--- src/hdl/deq_pkg.sv ---
package deq_pkg;

  localparam int unsigned CAPACITY = 16;
  localparam int unsigned IDX_W    = (CAPACITY > 1) ? $clog2(CAPACITY) : 1;
  localparam int unsigned CNT_W    = $clog2(CAPACITY + 1);
  localparam int unsigned DATA_W   = 32;
  localparam int unsigned OCC_W    = 5;

  localparam logic [2:0] OP_PUSH_FRONT = 3'd0;
  localparam logic [2:0] OP_PUSH_BACK  = 3'd1;
  localparam logic [2:0] OP_POP_FRONT  = 3'd2;
  localparam logic [2:0] OP_POP_BACK   = 3'd3;
  localparam logic [2:0] OP_QUERY      = 3'd4;

  typedef enum logic [1:0] {
    ST_OK    = 2'd0,
    ST_EMPTY = 2'd1,
    ST_FULL  = 2'd2
  } status_e;

  typedef struct packed {
    logic [2:0]               op;
    logic signed [DATA_W-1:0] value;
  } req_t;

  typedef struct packed {
    status_e                  status;
    logic signed [DATA_W-1:0] front_value;
    logic signed [DATA_W-1:0] back_value;
    logic                     is_empty;
    logic [OCC_W-1:0]         occupancy;
  } rsp_t;

  // Port requests from the control unit to the element memory.
  typedef struct packed {
    logic              we;
    logic [IDX_W-1:0]  waddr;
    logic [DATA_W-1:0] wdata;
    logic              re;
    logic [IDX_W-1:0]  raddr_front;
    logic [IDX_W-1:0]  raddr_back;
  } mem_req_t;

  // Slot index plus an offset, wrapped around the ring.
  function automatic logic [IDX_W-1:0] slot_add(input logic [IDX_W-1:0] idx,
                                                input logic [CNT_W-1:0] off);
    logic [CNT_W:0] sum;
    sum = (CNT_W+1)'(idx) + (CNT_W+1)'(off);
    if (sum >= (CNT_W+1)'(CAPACITY)) begin
      sum = sum - (CNT_W+1)'(CAPACITY);
    end
    return IDX_W'(sum);
  endfunction

endpackage

--- src/hdl/deq_store.sv ---
module deq_store (
  input  logic                          clk_i,
  input  deq_pkg::mem_req_t             mem_req_i,
  output logic [deq_pkg::DATA_W-1:0]    rdata_front_o,
  output logic [deq_pkg::DATA_W-1:0]    rdata_back_o
);

  logic [deq_pkg::DATA_W-1:0] mem_q [deq_pkg::CAPACITY];

  always_ff @(posedge clk_i) begin
    if (mem_req_i.we) begin
      mem_q[mem_req_i.waddr] <= mem_req_i.wdata;
    end
  end

  // Registered reads; hold the last data while no read is issued.
  always_ff @(posedge clk_i) begin
    if (mem_req_i.re) begin
      rdata_front_o <= mem_q[mem_req_i.raddr_front];
      rdata_back_o  <= mem_q[mem_req_i.raddr_back];
    end
  end

endmodule

--- src/hdl/deq_ctrl.sv ---
module deq_ctrl (
  input  logic                        clk_i,
  input  logic                        rst_ni,
  input  logic                        in_valid_i,
  output logic                        in_ready_o,
  input  deq_pkg::req_t               in_req_i,
  output logic                        out_valid_o,
  input  logic                        out_ready_i,
  output deq_pkg::rsp_t               out_rsp_o,
  output deq_pkg::mem_req_t           mem_req_o,
  input  logic [deq_pkg::DATA_W-1:0]  rdata_front_i,
  input  logic [deq_pkg::DATA_W-1:0]  rdata_back_i
);

  localparam logic [1:0] S_IDLE = 2'd0;
  localparam logic [1:0] S_READ = 2'd1;
  localparam logic [1:0] S_LOAD = 2'd2;

  logic [1:0]                 state_q, state_d;
  logic [deq_pkg::IDX_W-1:0]  front_q, front_d;
  logic [deq_pkg::CNT_W-1:0]  count_q, count_d;
  deq_pkg::status_e           status_q, status_d;
  logic                       out_valid_q, out_valid_d;
  deq_pkg::rsp_t              out_rsp_q, out_rsp_d;
  logic                       accept;
  logic                       load;
  logic                       is_empty;

  assign in_ready_o  = (state_q == S_IDLE);
  assign accept      = in_valid_i && in_ready_o;
  assign load        = (state_q == S_LOAD) && (!out_valid_q || out_ready_i);
  assign is_empty    = (count_q == '0);
  assign out_valid_o = out_valid_q;
  assign out_rsp_o   = out_rsp_q;

  // Apply the request to the pointers and issue the memory write.
  always_comb begin
    front_d         = front_q;
    count_d         = count_q;
    status_d        = status_q;
    mem_req_o       = '0;
    mem_req_o.wdata = in_req_i.value;
    if (accept) begin
      status_d = deq_pkg::ST_OK;
      case (in_req_i.op) inside
        deq_pkg::OP_PUSH_FRONT, deq_pkg::OP_PUSH_BACK: begin
          if (count_q == deq_pkg::CNT_W'(deq_pkg::CAPACITY)) begin
            status_d = deq_pkg::ST_FULL;
          end else begin
            mem_req_o.we = 1'b1;
            count_d      = count_q + 1'b1;
            if (in_req_i.op == deq_pkg::OP_PUSH_FRONT) begin
              front_d = (front_q == '0) ? deq_pkg::IDX_W'(deq_pkg::CAPACITY - 1)
                                        : front_q - 1'b1;
              mem_req_o.waddr = front_d;
            end else begin
              mem_req_o.waddr = deq_pkg::slot_add(front_q, count_q);
            end
          end
        end
        deq_pkg::OP_POP_FRONT, deq_pkg::OP_POP_BACK: begin
          if (is_empty) begin
            status_d = deq_pkg::ST_EMPTY;
          end else begin
            count_d = count_q - 1'b1;
            if (in_req_i.op == deq_pkg::OP_POP_FRONT) begin
              front_d = deq_pkg::slot_add(front_q, deq_pkg::CNT_W'(1));
            end
          end
        end
        default: begin
        end
      endcase
    end
    // The write lands at the end of the accept cycle; the read is issued in the following S_READ state.
    if (state_q == S_READ) begin
      mem_req_o.re          = 1'b1;
      mem_req_o.raddr_front = front_q;
      mem_req_o.raddr_back  = is_empty ? front_q
                                       : deq_pkg::slot_add(front_q, count_q - 1'b1);
    end
  end

  always_comb begin
    state_d = state_q;
    unique case (state_q)
      S_IDLE:  if (accept) state_d = S_READ;
      S_READ:  state_d = S_LOAD;
      S_LOAD:  if (load) state_d = S_IDLE;
      default: state_d = S_IDLE;
    endcase
  end

  always_comb begin
    out_valid_d = out_valid_q;
    out_rsp_d   = out_rsp_q;
    if (out_valid_q && out_ready_i) begin
      out_valid_d = 1'b0;
    end
    if (load) begin
      out_valid_d           = 1'b1;
      out_rsp_d.status      = status_q;
      out_rsp_d.front_value = is_empty ? '0 : rdata_front_i;
      out_rsp_d.back_value  = is_empty ? '0 : rdata_back_i;
      out_rsp_d.is_empty    = is_empty;
      out_rsp_d.occupancy   = deq_pkg::OCC_W'(count_q);
    end
  end

  always_ff @(posedge clk_i or negedge rst_ni) begin
    if (!rst_ni) begin
      state_q     <= S_IDLE;
      front_q     <= '0;
      count_q     <= '0;
      status_q    <= deq_pkg::ST_OK;
      out_valid_q <= 1'b0;
    end else begin
      state_q     <= state_d;
      front_q     <= front_d;
      count_q     <= count_d;
      status_q    <= status_d;
      out_valid_q <= out_valid_d;
    end
  end

  always_ff @(posedge clk_i) begin
    out_rsp_q <= out_rsp_d;
  end

endmodule

--- src/hdl/double_ended_queue.sv ---
// Channel | Direction | Handshake               | Payload
// in      | input     | in_valid_i / in_ready_o | in_req_i  (deq_pkg::req_t: op, value)
// out     | output    | out_valid_o/ out_ready_i| out_rsp_o (deq_pkg::rsp_t)
//
// A request is accepted only while idle, then steps through accept and write
// the element memory, read front and back slots, load the result; the single
// write port and registered reads of the element memory set these steps.
// Reset clears the pointers, the count and the output valid; memory contents
// stay undefined and are never used before written. A stalled output holds
// the result; the next request may enter but waits at load until it is taken.
module double_ended_queue (
  input  logic          clk_i,
  input  logic          rst_ni,
  input  logic          in_valid_i,
  output logic          in_ready_o,
  input  deq_pkg::req_t in_req_i,
  output logic          out_valid_o,
  input  logic          out_ready_i,
  output deq_pkg::rsp_t out_rsp_o
);

  deq_pkg::mem_req_t          mem_req;
  logic [deq_pkg::DATA_W-1:0] rdata_front;
  logic [deq_pkg::DATA_W-1:0] rdata_back;

  // Pointer, count and sequencing; owns the output register.
  deq_ctrl u_ctrl (
    .clk_i         (clk_i),
    .rst_ni        (rst_ni),
    .in_valid_i    (in_valid_i),
    .in_ready_o    (in_ready_o),
    .in_req_i      (in_req_i),
    .out_valid_o   (out_valid_o),
    .out_ready_i   (out_ready_i),
    .out_rsp_o     (out_rsp_o),
    .mem_req_o     (mem_req),
    .rdata_front_i (rdata_front),
    .rdata_back_i  (rdata_back)
  );

  // Ring buffer storage: one write port, two registered read ports.
  deq_store u_store (
    .clk_i         (clk_i),
    .mem_req_i     (mem_req),
    .rdata_front_o (rdata_front),
    .rdata_back_o  (rdata_back)
  );

endmodule

--- config.mk ---
export PLATFORM = sky130hd
export DESIGN_NAME = double_ended_queue
export DESIGN_NICKNAME = d
export VERILOG_FILES = /design/src/hdl/deq_pkg.sv /design/src/hdl/deq_store.sv /design/src/hdl/deq_ctrl.sv /design/src/hdl/double_ended_queue.sv
export SDC_FILE = /design/constraint.sdc
export NUM_CORES = 1
export LEC_CHECK = 0
export CAP_MARGIN = 20
export CORE_ASPECT_RATIO = 0.8
export CORE_UTILIZATION = 60
export CTS_BUF_LIST = sky130_fd_sc_hd__clkbuf_8
export DETAILED_ROUTE_END_ITERATION = 16
export DONT_BUFFER_PORTS = 1
export PLACE_DENSITY_LB_ADDON = 0.08
export SLEW_MARGIN = 5
export SYNTH_ARGS = -nofsm -noshare
export SYNTH_HDL_FRONTEND = slang
export SYNTH_SLANG_ARGS = --single-unit
--- constraint.sdc ---
create_clock -name clk_i -period 4.4 [get_ports clk_i]
set_clock_uncertainty 0.15 [all_clocks]
set_input_delay 0.88 -clock clk_i [delete_from_list [all_inputs] [get_ports clk_i]]
set_output_delay 0.88 -clock clk_i [all_outputs]
set_load 0.03 [all_outputs]
Word level (Yosys, flattened, before mapping)
Memory sizes are Yosys's and may differ from the RTL's. A register that Yosys moved wholly into a read port is not among the register bits.
Index checks and enable logic that the tools add are counted.
Cells by class
  $mul: 0
  eq/ne operators: 11
  shift-type cells: 0
  bitwise logic cells: 0
  reductions and logical operators: 17
  mux-type cells: 31
  add/sub/neg operators: 9
  div/mod/pow operators: 0
  $lt $le $gt $ge: 3
Operators with widths (number)
  $mux 4: 12
  $mux 5: 7
  $sub 4x1->4 const B: 4
  $add 4x5->6: 2
  $ge 6x5->1 const B: 2
  $mux 2: 5
  $mux 9: 1
  $eq 3x2->1 const B: 2
  $ne 2x2->1 const B: 3
  $pmux 2 s3: 1
  $reduce_and 6->1: 1
  $reduce_bool 2->1: 3
  $add 4x1->5 const B: 1
  $add 5x1->5 const B: 1
  $eq 5x5->1 const B: 1
  $ge 5x5->1 const B: 1
  $logic_not 5->1: 1
  $mux 1: 5
  $sub 5x1->5 const B: 1
  $logic_not 4->1: 1
  $ne 2x1->1 const B: 2
  $reduce_and 4->1: 1
  $reduce_or 2->1: 2
  $eq 3x1->1 const B: 1
  8 further kinds: 10
Word-level totals
  memories: 1
  RAM bits: 512
  latch bits: 0
  input port bits: 39
  flip-flop bits (word level): 86
  output and inout bits: 74
  bits in read-only memories: 0
Memories
  u_store.mem_q: words 16, width 32, read ports 2, clocked after Yosys merged registers in 2, write ports 1, line deq_store.sv:8  | logic [deq_pkg::DATA_W-1:0] mem_q [deq_pkg::CAPACITY];

Logic depth before layout (Yosys ltp)
  depth in word-level cells: 9
  mapped depth: 11
  mapped depth without buffers: 10

Cells and area by module
A second synthesis with hierarchy kept.
Unflattened totals
  cells, all modules: 1458
  area total of the unflattened synthesis: 28907.7 um^2
By module, submodules not included
  deq_store: cells an instance 1141, instances 1, sequential area each 17296.6 um^2, area each 24828.8 um^2
  deq_ctrl: cells an instance 317, instances 1, sequential area each 2512.4 um^2, area each 4078.9 um^2

Worst setup path after synthesis
OpenSTA, ideal clock, no wires.
  kind: input to register
  start: input out_ready_i
  end: register u_ctrl.out_rsp_q, in the netlist u_ctrl.out_rsp_o[0], enable pin
  cell stages on the path: 2
  setup slack: -0.471 ns
  library setup time: 0.511 ns
  data arrival time: 4.210 ns
  data required time: 3.739 ns
  path through: nand2b_1 nor2b_1
Between the ends
  longest elaborated chain between the ends: 2
RTL lines
  from (decl): line double_ended_queue.sv:18  | input logic out_ready_i,
  $logic_or 1x1->1: line deq_ctrl.sv:31  | assign load = (state_q == S_LOAD) && (!out_valid_q || out_ready_i);
  $logic_and 1x1->1: line deq_ctrl.sv:31
  net u_ctrl.load: line deq_ctrl.sv:26  | logic load;
  to (signal assigned): line deq_ctrl.sv:127  | out_rsp_q <= out_rsp_d;
  to (decl): line deq_ctrl.sv:24  | deq_pkg::rsp_t out_rsp_q, out_rsp_d;
The timed path passes the listed nets, and every way through them passes these cells.
A chain may end at the register's enable or synchronous reset.

Worst setup path after layout
  start: register u_ctrl.count_q[1] in the netlist's numbering
  end: register u_store.rdata_back_o[10] in the netlist's numbering, read port of u_store.mem_q, data pin
Between the ends
  longest elaborated chain between the ends: 6
  elaborated cells on any way between the ends: 8
RTL lines
  from (decl): line deq_ctrl.sv:21  | logic [deq_pkg::CNT_W-1:0] count_q, count_d;
  from (signal assigned): line deq_ctrl.sv:120  | count_q <= count_d;
  $sub 5x1->5: line deq_ctrl.sv:80  | : deq_pkg::slot_add(front_q, count_q - 1'b1);
  $add 4x5->6: line deq_pkg.sv:48  | sum = (CNT_W+1)'(idx) + (CNT_W+1)'(off);
  $ge 6x5->1 / $sub 4x1->4 (equally long branches): line deq_pkg.sv:49, deq_pkg.sv:50
  $mux 4: line deq_pkg.sv:49  | if (sum >= (CNT_W+1)'(CAPACITY)) begin
  $mux 4 *: line deq_ctrl.sv:79  | mem_req_o.raddr_back = is_empty ? front_q
  $mux 9 *: line deq_ctrl.sv:76  | if (state_q == S_READ) begin
  to (decl): line deq_store.sv:5  | output logic [deq_pkg::DATA_W-1:0] rdata_back_o
Mark *: on every way between the ends. The rest lies on a longest branch, timed or not.

==> flow_summary.ini <==
[worst_hold_path]
min_from = in_req_i[2]
whs_path_depth = 0
whs_endpoint = u_store.mem_q[7][2]$_DFFE_PP_
holdCritPathClass = primary input to flip-flop

[synth]
synth_cells = 2464
synth_edf_count = 648
synthMostInstantiatedCell = nand2_1
synthDistinctLibCells = 49
synth_seq_cells = 662
synth_top_family_by_area = simple AND/OR/NAND/NOR gates
synthXorXnorAreaFrac_pct = 0.494
syn_area_mm2 = 0.0301
synthAdderAreaFrac_pct = 0.590
synth.area.top_cells = edfxtp_1 (65%), nand2_1 (8.2%), mux2i_1 (5.4%)
synth_top_flop_cell = edfxtp_1
synth_top_area_share_pct = 64.6
ys_seq_area_share_pct = 65.8
synth.area.mux_share_pct = 7.81
async_flop_share_pct = 2.11
synth_common_cells = nand2_1 (662), edfxtp_1 (648), nand3_1 (265)
synth_compound_area_share_pct = 5.35
synth-simple-area-share_pct = 17.5
syn_area_per_cell_um2 = 12.2
synth_nets = 2516
synth_top_cell_by_area = edfxtp_1
yosysWarningCount = 0

[cts]
cts.htree.levels = 3
numClockSinks = 662
cts_made_buffers = 102
cts_tree = built
clk_latency_ps = 720
clockBufferDepth = 3
cts.clk_slew.worst_paths_ps = 70
cts-root-buf = clkbuf_8

[route]
wl_um = 81400
dr_total_vias = 20800
avgViaCountPerCell = 6.47
drt_pass1_iterations = 6
wl_per_cell_um = 25.3
postRouteAntennaNets = 0
detail_route.drc_violations = 0
drtIter0Drc = 2657

[critical_path]
critPathSlowestCell = or4b_2
reg2reg_to = u_store.rdata_back_o[10]$_DFFE_PN_
cp_max_fo = 105
r2r_slack_ps = 760
crit_path_start_kind = flip-flop
required_ps = 4790
r2r_cells = 9
critPathMaxStageDelay_ps = 790
critPathBufInv = 2
critical_path.cell_chain = inv_1 > ha_1 > or4b_2 > mux2i_4 > buf_12 > nand2_1 > nand3_1 > nand4_1 > mux2i_1
critical-path-top-delay-family = simple AND/OR/NAND/NOR gates
worst-path-stages = 9
arrival_ps = 4040
critPathCaptureType = flip-flop
r2r_start = u_ctrl.count_q[1]$_DFFE_PN0P_
critPathKind = flip-flop to flip-flop

[pwr]
peakVddDrop_mv = 0.622
cellPowerDensity_mw_per_mm2 = 609
p_leak_uw = 0.0117

[finish]
n_antenna_cell = 0
final-instance-count-excl-fill = 3211
layout-drive-gt1-share_pct = 9.94
nFillCells = 3569
area_growth_syn_to_layout_pct = 9.61
fin_nets = 2509

[floorplanning]
coreArea_mm2 = 0.0496
io_pins = 113
dieArea_mm2 = 0.0511
initial_core_util_pct = 60.7
dieHeight_um = 202
num_rows = 73
die_w_um = 253

[timing]
slew_viol_final = 0
worst_slew_pin_slew_ps = 1110
finalSetupViolCount = 0
rsz0062_at_grt = no
fin_crit_sh_pct = 82.8
tns_ps = 0
hold_viol_final = 0
fmax_ghz = 0.274
fin_crit_ps = 3640
slew_headroom_pct = 26.0

[placement]
dp.cells = 3027
dp_hpwl_um = 43700
io_buffers = 0
gp_congestion = 0.865

[global_routing]
grt_max_degree = 135
grt_pass1_vias = 20000
antenna_found_initial = 1
track_usage_pct = 32.4
grt_first_pass_wirelength_um = 123000
overflow = 0

[run_status]
status = complete, no violations

[flow_run]
maxCapViolCount = 0
## metrics by stage
stage	setup slack [ps]	instance area, µm²	power, µW	hold WS (ps)	utilization [%]
final	757	33000	20100	104	66.6
after global routing	616	33000	21000	64.9	66.6
after CTS	811	33000	20100	62.5	66.6
after detailed placement	828	31200	15500	302	63.0
after global placement	901	31200	15400	301	63.0
after floorplan	103	30100	13300	270	-
## cell families (layout without fill, tap and decap cells)
kind of cell / after synthesis / in the layout
flip-flops: 662 / 662
AND/OR/NAND/NOR: 1168 / 1168
XOR/XNOR: 17 / 17
AO/OA/AOI/OAI: 225 / 225
adder cells (fa/ha/maj): 13 / 13
buffers and inverters: 184 / 256
multiplexers: 195 / 195
## metal layers
metal	global-route usage (%)	vias up	share of wire [%]	wire length [µm]
met4	11.7	0	2.9	2330
met5	0	-	0	0
li1	-	9086	-	-
met2	49.5	1321	46	37200
met1	46.9	10200	41	33100
met3	5.99	207	11	8670
## repair_timing
action                    CTS  global route
setup buffers               0             0
hold buffers                1             0
gates resized for setup     0             0
hold endpoints to repair   14             0
## registers in the layout, indices dropped and copies added (netlist names)
register and cells:
u_store.mem_q 512, u_ctrl.out_rsp_o 72, u_store.rdata_back_o 32, u_store.rdata_front_o 32
u_ctrl.count_q 5, u_ctrl.front_q 4, u_ctrl.state_q 2, u_ctrl.status_q 2
u_ctrl.out_valid_o 1
## cell type report
class                           instances  area, µm²  share of cell area, %
Clock buffer                          105       1450                   4.38
Clock inverter                         78        330                   1.00
Inverter                                9       35.0                  0.106
Multi-Input combinational cell       1618       9770                   29.6
Sequential cell                       662      19800                   60.0
Tap cell                              675        845                   2.56
Timing Repair Buffer                   64        783                   2.37
## how the worst max path moves through the flow
stage | from | end | slack [ps]
finish | u_ctrl.count_q[1]$_DFFE_PN0P_ | u_store.rdata_back_o[10]$_DFFE_PN_ | 760
global route | u_ctrl.count_q[1]$_DFFE_PN0P_ | u_store.rdata_back_o[4]$_DFFE_PN_ | 620
CTS | u_ctrl.count_q[0]$_DFFE_PN0P_ | u_store.rdata_back_o[4]$_DFFE_PN_ | 810
detailed placement | u_ctrl.count_q[0]$_DFFE_PN0P_ | u_store.rdata_back_o[4]$_DFFE_PN_ | 830
global placement | u_ctrl.count_q[0]$_DFFE_PN0P_ | u_store.rdata_back_o[4]$_DFFE_PN_ | 900
floorplan | u_ctrl.front_q[0]$_DFFE_PN0P_ | u_store.mem_q[8][0]$_DFFE_PP_ | 100
## placed cells by master, fill, tap and decap left out, types with 3 or more instances in the layout
cell,instances
nand2b_1,3
mux2i_1,161
mux4_2,32
nand4_1,65
a21o_1,3
or3_1,5
buf_4,39
a21oi_4,4
a311oi_1,32
ha_1,11
edfxtp_1,648
o31ai_1,3
dfrtp_1,13
a211oi_1,97
nand3_1,265
inv_1,37
clkinvlp_4,4
o21ai_0,4
clkinv_1,30
xor2_1,8
buf_12,24
a31oi_1,32
clkinv_2,13
clkbuf_8,105
nand2_1,660
a21oi_1,40
and2_1,128
nor2_4,16
xnor2_1,9
nor2_1,9
## worst register-to-register path: cells and delay by family, from the launching register on
kind                       cells  cell delay, ps
adders and majority gates      1             160
and+or+nand+nor                4            1320
buffers and inverters          2             570
muxes                          2             760
DFF                            1             510
## power breakdown
group          leakage [µW]  internal, µW  switching (µW)
Sequential          0.00605          7850             633
Combinational       0.00464          2440            4610
Clock               0.00102          2210            2360
No activity file was read; power rests on OpenSTA's default activity.
